### src/hdl/arp_pkg.sv
package arp_pkg;

	// Fixed arithmetic formats of the policy.
	localparam int SIZE_BITS = 48;
	localparam int FRAC_BITS = 16;
	localparam int VAL_W = 48;
	localparam int COST_W = 56;
	localparam int BYTES_W = 32;
	localparam int ALPHA_W = 17;
	localparam int FACTOR_W = 16;
	localparam int ALPHA_SHIFT = 16;
	localparam int FACTOR_SHIFT = 8;
	localparam int PROD_W = VAL_W + ALPHA_W;

	// Long division: one quotient bit per step.
	localparam int DIV_STEPS = VAL_W;
	localparam int DIV_CNT_W = $clog2(DIV_STEPS);

	// Result word: reset flag, marginal cost, marginal baseline, baseline flag,
	// cost average, spawn count, last reset size, zero padded to whole bytes.
	localparam int OUT_BITS = 1 + VAL_W + VAL_W + 1 + VAL_W + 32 + VAL_W;
	localparam int OUT_W = ((OUT_BITS + 7) / 8) * 8;
	localparam int IN_W = ((SIZE_BITS + BYTES_W + 7) / 8) * 8;

	// Decision modes.
	localparam logic [1:0] MODE_GRAD = 2'd0;
	localparam logic [1:0] MODE_EMA = 2'd1;
	localparam logic [1:0] MODE_HYBRID = 2'd2;

	// Register indexes on the configuration port.
	localparam logic [2:0] REG_MODE = 3'd0;
	localparam logic [2:0] REG_WINDOW = 3'd1;
	localparam logic [2:0] REG_ALPHA = 3'd2;
	localparam logic [2:0] REG_GFACT = 3'd3;
	localparam logic [2:0] REG_EFACT = 3'd4;
	localparam logic [2:0] REG_MIN = 3'd5;
	localparam logic [2:0] REG_MAX = 3'd6;

	typedef struct packed {
		logic load;
		logic push;
		logic ema_upd;
		logic div_init;
		logic div_step;
		logic base;
		logic mul_g;
		logic mul_e;
		logic finish;
	} cmd_t;

	typedef struct packed {
		logic out_free;
	} status_t;

endpackage

### src/hdl/arp_ctrl.sv
module arp_ctrl (
	input  logic             clk,
	input  logic             arst_n,
	input  logic             in_valid,
	output logic             in_ready,
	input  arp_pkg::status_t stat,
	output arp_pkg::cmd_t    cmd
);
	import arp_pkg::*;

	typedef enum logic [8:0] {
		ST_IDLE = 9'b000000001,
		ST_PUSH = 9'b000000010,
		ST_EMA  = 9'b000000100,
		ST_DIVI = 9'b000001000,
		ST_DIV  = 9'b000010000,
		ST_BASE = 9'b000100000,
		ST_MG   = 9'b001000000,
		ST_ME   = 9'b010000000,
		ST_DONE = 9'b100000000
	} state_t;

	state_t state_q, state_d;
	logic [DIV_CNT_W-1:0] cnt_q;

	always_comb begin
		state_d = state_q;
		cmd = '0;
		case (state_q)
			ST_IDLE: begin
				cmd.load = in_valid;
				if (in_valid) state_d = ST_PUSH;
			end
			ST_PUSH: begin
				cmd.push = 1'b1;
				state_d = ST_EMA;
			end
			ST_EMA: begin
				cmd.ema_upd = 1'b1;
				state_d = ST_DIVI;
			end
			ST_DIVI: begin
				cmd.div_init = 1'b1;
				state_d = ST_DIV;
			end
			ST_DIV: begin
				cmd.div_step = 1'b1;
				if (cnt_q == DIV_CNT_W'(DIV_STEPS - 1)) state_d = ST_BASE;
			end
			ST_BASE: begin
				cmd.base = 1'b1;
				state_d = ST_MG;
			end
			ST_MG: begin
				cmd.mul_g = 1'b1;
				state_d = ST_ME;
			end
			ST_ME: begin
				cmd.mul_e = 1'b1;
				state_d = ST_DONE;
			end
			ST_DONE: begin
				cmd.finish = stat.out_free;
				if (stat.out_free) state_d = ST_IDLE;
			end
			default: state_d = ST_IDLE;
		endcase
	end

	assign in_ready = (state_q == ST_IDLE);

	always_ff @(posedge clk or negedge arst_n) begin
		if (!arst_n) begin
			state_q <= ST_IDLE;
			cnt_q <= '0;
		end else begin
			state_q <= state_d;
			if (state_q == ST_DIV) cnt_q <= cnt_q + 1'b1;
			else cnt_q <= '0;
		end
	end

endmodule

### config.mk
export PLATFORM = sky130hd
export DESIGN_NAME = arp_ctrl
export DESIGN_NICKNAME = d
export VERILOG_FILES = /design/src/hdl/arp_pkg.sv /design/src/hdl/arp_ctrl.sv
export SDC_FILE = /design/constraint.sdc
export NUM_CORES = 1
export LEC_CHECK = 0
export ABC_CLOCK_PERIOD_IN_PS = 3800
export BUFFER_PORTS_ARGS = -buffer_cell sky130_fd_sc_hd__buf_4
export CORE_MARGIN = 2
export CORE_UTILIZATION = 45
export CTS_CLUSTER_DIAMETER = 80
export CTS_CLUSTER_SIZE = 16
export DETAILED_ROUTE_END_ITERATION = 6
export HOLD_SLACK_MARGIN = 0.12
export PLACE_DENSITY = 0.67
export SLEW_MARGIN = 15
export SYNTH_ARGS = -nofsm -noshare
export SYNTH_HDL_FRONTEND = slang
export SYNTH_SLANG_ARGS = --single-unit
### constraint.sdc
create_clock -name clk -period 3.8 [get_ports clk]
set_input_delay 0.38 -clock clk [delete_from_list [all_inputs] [get_ports clk]]
set_output_delay 0.38 -clock clk [all_outputs]
set_load 0.02 [all_outputs]
---- Word-level counts from Yosys, hierarchy flattened ----
Index checks and enable logic that the tools add are counted.
word-level totals
  output and inout bits ................... 10
  word-level logic and storage cells ...... 31
  flip-flop bits (word level) ............. 15
cells by class
  reductions and logical operators ........ 1
  equal/unequal tests ..................... 13
  add/sub/neg operators ................... 1
  muxes and demuxes ....................... 14
operators with widths
  kind                                                              number
  9-bit case mux with 9 select lines                                1
  9-bit two-way mux                                                 3
  9-bit by 1-bit == test with 1-bit output (second input constant)  1
  9-bit by 2-bit == test with 1-bit output (second input constant)  1
  9-bit by 3-bit == test with 1-bit output (second input constant)  1
  9-bit by 4-bit == test with 1-bit output (second input constant)  1
  9-bit by 5-bit == test with 1-bit output (second input constant)  1
  9-bit by 6-bit == test with 1-bit output (second input constant)  1
  9-bit by 7-bit == test with 1-bit output (second input constant)  1
  9-bit by 8-bit == test with 1-bit output (second input constant)  1
  9-bit == test (second input constant)                             1
  1-bit two-way mux                                                 9
  6-bit by 1-bit adder with 6-bit output (second input constant)    1
  6-bit == test (second input constant)                             1
  6-bit two-way mux                                                 1
  2-bit != test (second input constant)                             3
  3-bit AND reduction                                               1

---- Depth between registers and ports, before layout ----
Gate-level depths: netlist of run 1.
  depth in word-level cells ............... 3
  gate-level depth with buffers ........... 5
  gate-level depth less buffers ........... 5

---- Worst setup path before layout of run 1 ----
OpenSTA, ideal clock, no wires.
  path kind ............................... flip-flop to output port
  start point ............................. reg state_q[5]
  end point ............................... out cmd[5] (netlist bit)
  setup slack ............................. 1585 ps
  path buffers ............................ 0
  cell stages (with the launch flop) ...... 4
  required time ........................... 3420 ps
  arrival time ............................ 1835 ps
  path through ............................ dfrtp_1 -> nor4_1 -> or2b_1 -> nor4bb_1
RTL lines
  element                 RTL line        RTL
  start, declared         arp_ctrl.sv:23  state_t state_q, state_d;
  start signal, assigned  arp_ctrl.sv:77  state_q <= state_d;
  end, declared           arp_ctrl.sv:7   output arp_pkg::cmd_t cmd

==> results.json, run 1 <==
{
  "outcome": "finished clean",
  "fin_skew_ns": 0.00370,
  "cts_sinks": 15,
  "fin_util_pct": 58.1,
  "setup.worst_path.end_class": "output pin",
  "start_util_pct": 49.2,
  "die_y_um": 45.3,
  "wl_per_cell_um": 13.5,
  "yosys.area.top_type": "dfrtp_1",
  "tns_ns": 0,
  "die_area_mm2": 0.00205,
  "ant_nets": 0,
  "syn2layout_area_growth_pct": 18.1,
  "overflow": 0,
  "start_kind": "flop",
  "num_antenna_cells": 0,
  "ys_async_sr_fraction_pct": 100,
  "setup_viol": 0,
  "synth_area_leaders": "dfrtp_1 46%, nor2_1 6.4%, xnor2_1 4.6%",
  "place_congestion": 0.832,
  "rsz0062_at_grt": "no",
  "hp-class": "in -> reg",
  "dr_total_vias": 581,
  "synth.most_common_cell": "dfrtp_1",
  "drive_gt1_share_pct": 26.1,
  "synth_common_cells": "14 x dfrtp_1, 13 x nor2_1, 5 x nor4_1, 4 x xnor2_1",
  "worstPathArrival_ns": 2.09,
  "cts_setup_buffers": 0,
  "crit_fanout": 8,
  "htreeDepth": 1,
  "fmax_mhz": 406,
  "pwr_density_cell_mw_per_mm2": 498,
  "maxSlewViolCount": 0,
  "wl_met1_um": 712,
  "grt_pass1_wl_um": 2350,
  "ys.flop_type": "dfrtp_1",
  "synth_fp_nets": 77,
  "wl_met3_um": 59,
  "ys_ff_latch": 15,
  "startpoint": "state_q[5]",
  "remaining_drc_errors": 0,
  "grt_usage_pct": 16.8,
  "wl_met2_um": 590,
  "critPathRequiredTime_ns": 3.42,
  "crit_type": "reg -> out",
  "yosysWarnings": 0,
  "nNetsFinal": 94,
  "syn-cell-area_um2": 767,
  "hpwl_um": 982,
  "post-place-ws_ns": 1.64,
  "setup_ws_ns": 1.33,
  "port_buffers": 13,
  "synth-edff-count": 0,
  "min_from": "in_valid",
  "clk_pin_slew_ns": 0.10,
  "dr.pass1.iters": 4,
  "io_pins": 14,
  "maxCapViolations": 0,
  "slew_headroom_pct": 73.6,
  "p_leak_nw": 0.411,
  "yosys.area.top_type_share_pct": 45.7,
  "antenna_found_initial": 0,
  "drt-vias-per-instance": 5.59,
  "seq_area_um2": 377,
  "grt_pass1_vias": 512,
  "fin_crit_sh_pct": 64.9,
  "cts_tree": "built",
  "drt-total-wl_um": 1400,
  "clockBufferDepth": 2,
  "insertion_delay_ns": 0.29,
  "avgSynthCellArea_um2": 10.7,
  "n_fill_cell": 131,
  "routed.top_layer": "met4",
  "cts_inserted_buffers": 3,
  "yosysUniqueCellTypes": 27,
  "layout_min_cycle_time_ns": 2.47,
  "postSynthCellCount": 72,
  "yosysSeqAreaShare_pct": 49.1,
  "root_buffer": "clkbuf_4",
  "tightest_slew_ns": 0.392,
  "core-area_mm2": 0.00156,
  "finalHoldViolCount": 0,
  "drt_iter0_drc": 11,
  "grt_max_degree": 16,
  "fp-row-count": 14,
  "irDropWorstVdd_mv": 0.277,
  "multiInputGateArea_um2": 364,
  "regToRegStartpoint": "state_q[5]",
  "chipWidth_um": 45.3
}
cells in the final DEF (no fill, tap or decap):
cell type,count
dfstp_2,1
clkbuf_4,3
o22ai_1,1
or2b_1,1
ha_1,1
o21bai_1,2
or3b_1,1
nand2_1,1
nor2_1,13
or4b_2,3
nor2b_1,1
xor2_1,2
o311a_1,2
clkinvlp_4,1
or4b_1,1
nor3b_1,1
xnor2_1,4
and2_1,3
dfrtp_1,14
nand3_1,3
nand2b_1,3
o22ai_2,1
buf_4,13
o32ai_1,1
dlygate4sd3_1,1
nor4bb_1,3
nor4_1,5
inv_2,1
inv_1,1
metal layers:
metal	track usage, %	up-vias
li1	-	291
met1	22.3	270
met2	24.6	15
met3	3.60	5
met4	10.6	0
met5	0	-
state kept, by name (all words and copies together) (netlist names):
name     flops
state_q      9
cnt_q        6
kinds of logic after synthesis:
group | after synthesis | share of synthesized area (%)
flops | 15 | 49.1
xor+xnor | 6 | 6.85
buf+inv | 4 | 3.43
compound gates | 7 | 8.16
simple gates | 39 | 30.8
fa+ha+maj | 1 | 1.63
per-stage QoR:
step	area, um2	power [mW]	hold slack [ns]	cells
floorplan	767	0.311	0.0844	72
global placement	866	0.357	0.243	99
detailed placement	866	0.357	0.245	99
CTS	906	0.453	0.258	104
global route	906	0.481	0.264	104
finish	906	0.451	0.265	104
power by group:
part	total [mW]	switching, mW	internal, mW	leakage, nW
Clock	0.0950	0.0550	0.0400	0.0139
Combinational	0.157	0.0821	0.0751	0.193
Sequential	0.199	0.0200	0.179	0.205
layout make-up:
type	instances	area share, %
Sequential cell	15	41.6
Multi-Input combinational cell	53	40.2
Timing Repair Buffer	14	11.9
Clock buffer	3	2.49
Tap cell	16	2.21
Clock inverter	1	0.829
Inverter	2	0.829
final timing paths:
check                                   to  slack [ns]  cells past startpoint
worst max-delay path                cmd[5]        1.33                      4
min in group asynchronous         cnt_q[1]        0.47                      2
worst min-delay path            state_q[0]        0.27                      2
max in group asynchronous       state_q[0]        3.08                      2
worst min register to register    cnt_q[0]        0.48                      1
worst max register to register  state_q[0]        1.92                      4
what timing repair did:
item                      CTS  global route
gates resized for setup     0             0
hold endpoints to repair   14             0
hold buffers                1             0
worst max-delay path: stages, from the launching register on:
cell,delay [ns]
dfrtp_1,0.45
nor4_1,0.36
or2b_1,0.37
nor4bb_1,0.41
buf_4,0.21
No activity file was read; power rests on OpenSTA's default activity.
==> run 2, diff against run 1 <==
--- a/config.mk
+++ b/config.mk
@@ -5,7 +5,7 @@
 export SDC_FILE = /design/constraint.sdc
 export NUM_CORES = 1
 export LEC_CHECK = 0
-export ABC_CLOCK_PERIOD_IN_PS = 3800
+export ABC_CLOCK_PERIOD_IN_PS = 2200
 export BUFFER_PORTS_ARGS = -buffer_cell sky130_fd_sc_hd__buf_4
 export CORE_MARGIN = 2
 export CORE_UTILIZATION = 45
@@ -13,7 +13,7 @@
 export CTS_CLUSTER_SIZE = 16
 export DETAILED_ROUTE_END_ITERATION = 6
 export HOLD_SLACK_MARGIN = 0.12
-export PLACE_DENSITY = 0.67
+export PLACE_DENSITY = 0.69
 export SLEW_MARGIN = 15
 export SYNTH_ARGS = -nofsm -noshare
 export SYNTH_HDL_FRONTEND = slang
==> constraint.sdc (replaced) <==
create_clock -name clk -period 2.2 [get_ports clk]
set_input_delay 0.22 -clock clk [delete_from_list [all_inputs] [get_ports clk]]
set_output_delay 0.22 -clock clk [all_outputs]
set_load 0.02 [all_outputs]
==> results.json, run 2 (synthesized netlist as in run 1, its figures left out) <==
{
  "layout_min_cycle_time_ns": 2.16,
  "n_fill_cell": 127,
  "antenna_found_initial": 0,
  "fp-row-count": 14,
  "hold_depth": 2,
  "die_y_um": 45.3,
  "dr_total_vias": 619,
  "syn2layout_area_growth_pct": 31.6,
  "tightest_slew_ns": 0.490,
  "core-area_mm2": 0.00156,
  "cts_tree": "built",
  "worstPathArrival_ns": 1.94,
  "seq_area_um2": 380,
  "grt_usage_pct": 17.0,
  "grt_pass1_vias": 584,
  "drt-total-wl_um": 1660,
  "insertion_delay_ns": 0.28,
  "final_cell_mix": "17 x buf_4, 12 x nor2_1, 11 x dfrtp_1",
  "die_area_mm2": 0.00205,
  "fin_util_pct": 64.8,
  "wl_per_cell_um": 15.2,
  "htreeDepth": 1,
  "remaining_drc_errors": 0,
  "regToRegStartpoint": "state_q[5]",
  "drt-vias-per-instance": 5.68,
  "final_common_cell": "buf_4",
  "num_antenna_cells": 0,
  "io_pins": 14,
  "critPathRequiredTime_ns": 1.98,
  "tns_ns": 0,
  "cts_sinks": 15,
  "reg.largest.list": "state_q: 9 flops, cnt_q: 6 flops",
  "dr.pass1.iters": 4,
  "slew_headroom_pct": 67.2,
  "p_total_mw": 0.837,
  "fmax_mhz": 463,
  "port_buffers": 13,
  "start_util_pct": 49.2,
  "drt_iter0_drc": 4,
  "busiest_layer": "met2",
  "maxSlewViolCount": 0,
  "irDropWorstVdd_mv": 0.458,
  "start_kind": "flop",
  "use_met1_pct": 19.0,
  "maxCapViolations": 0,
  "cts_inserted_buffers": 3,
  "reg2reg_to": "cnt_q[4]",
  "met2_usage_pct": 30.0,
  "hp-class": "in -> reg",
  "grt_max_degree": 16,
  "multiInputGateArea_um2": 428,
  "pwr_density_cell_mw_per_mm2": 829,
  "r2r_cells": 4,
  "clockBufferDepth": 2,
  "startpoint": "state_q[5]",
  "nNetsFinal": 99,
  "clk_pin_slew_ns": 0.09,
  "setup_viol": 0,
  "p_leak_nw": 0.448,
  "outcome": "finished clean",
  "largest_reg_flops": 9,
  "place_congestion": 0.754,
  "hpwl_um": 1090,
  "fin_crit_sh_pct": 98.3,
  "finalHoldViolCount": 0,
  "crit_end": "cmd[4]",
  "regMostFlops": "state_q",
  "grt_pass1_wl_um": 2460,
  "ant_nets": 0,
  "fin_skew_ns": 0.00329,
  "use_met3_pct": 2.40,
  "drive_gt1_share_pct": 39.8,
  "setup.worst_path.end_class": "output pin",
  "crit_fanout": 5,
  "crit_type": "reg -> out",
  "chipWidth_um": 45.3,
  "root_buffer": "clkbuf_4",
  "overflow": 0,
  "r2r_setup_slack_ns": 0.39
}
==> run 2: what timing repair did <==
action                     CTS  global route
hold buffers                 2             0
hold endpoints to repair    16             0
buffers inserted             0             3
setup endpoints to repair    4             5
resized for setup            5            10
pin swaps                    0             2
==> run 2: routing by layer <==
metal / vias to the layer above / wire length [um]
met5: - / 0
met4: 0 / 10
met3: 2 / 31
met2: 9 / 915
met1: 305 / 698
li1: 303 / -
==> run 2: cell type report <==
type / count / share of cell area, %
Clock buffer: 4 / 2.60
Inverter: 2 / 0.743
Multi-Input combinational cell: 53 / 42.4
Sequential cell: 15 / 37.7
Tap cell: 16 / 1.98
Timing Repair Buffer: 19 / 14.6
==> run 2: worst max-delay path, cell delays in order, from the launching register on <==
cell     delay, ns
dfrtp_2       0.46
or4b_4        0.56
or3b_4        0.45
inv_2         0.07
buf_4         0.13
==> run 2: worst min-delay path by stage <==
stage	slack, ns	to	from
after floorplan	-0.08	cnt_q[0]	arst_n
after global placement	0.08	cnt_q[0]	arst_n
after detailed placement	0.08	cnt_q[2]	arst_n
after CTS	0.13	state_q[8]	stat
after global routing	0.13	state_q[8]	stat
final	0.14	state_q[8]	stat
==> run 2: stage by stage <==
step	worst slack, ns	hold slack (ns)	area (um2)	std cells
after CTS	0.00331	0.131	947	106
after global placement	0.318	0.0836	873	100
after global routing	-0.00852	0.129	1010	109
final	0.0384	0.137	1010	109
after floorplan	0.0804	-0.0756	767	72
after detailed placement	0.171	0.0820	873	100
==> run 2: power breakdown <==
| part | internal (mW) | total (mW) | leakage (nW) | switching, mW |
|---|---|---|---|---|
| sequential | 0.309 | 0.352 | 0.200 | 0.0429 |
| combinational | 0.167 | 0.324 | 0.233 | 0.157 |
| clock | 0.0704 | 0.161 | 0.0150 | 0.0907 |
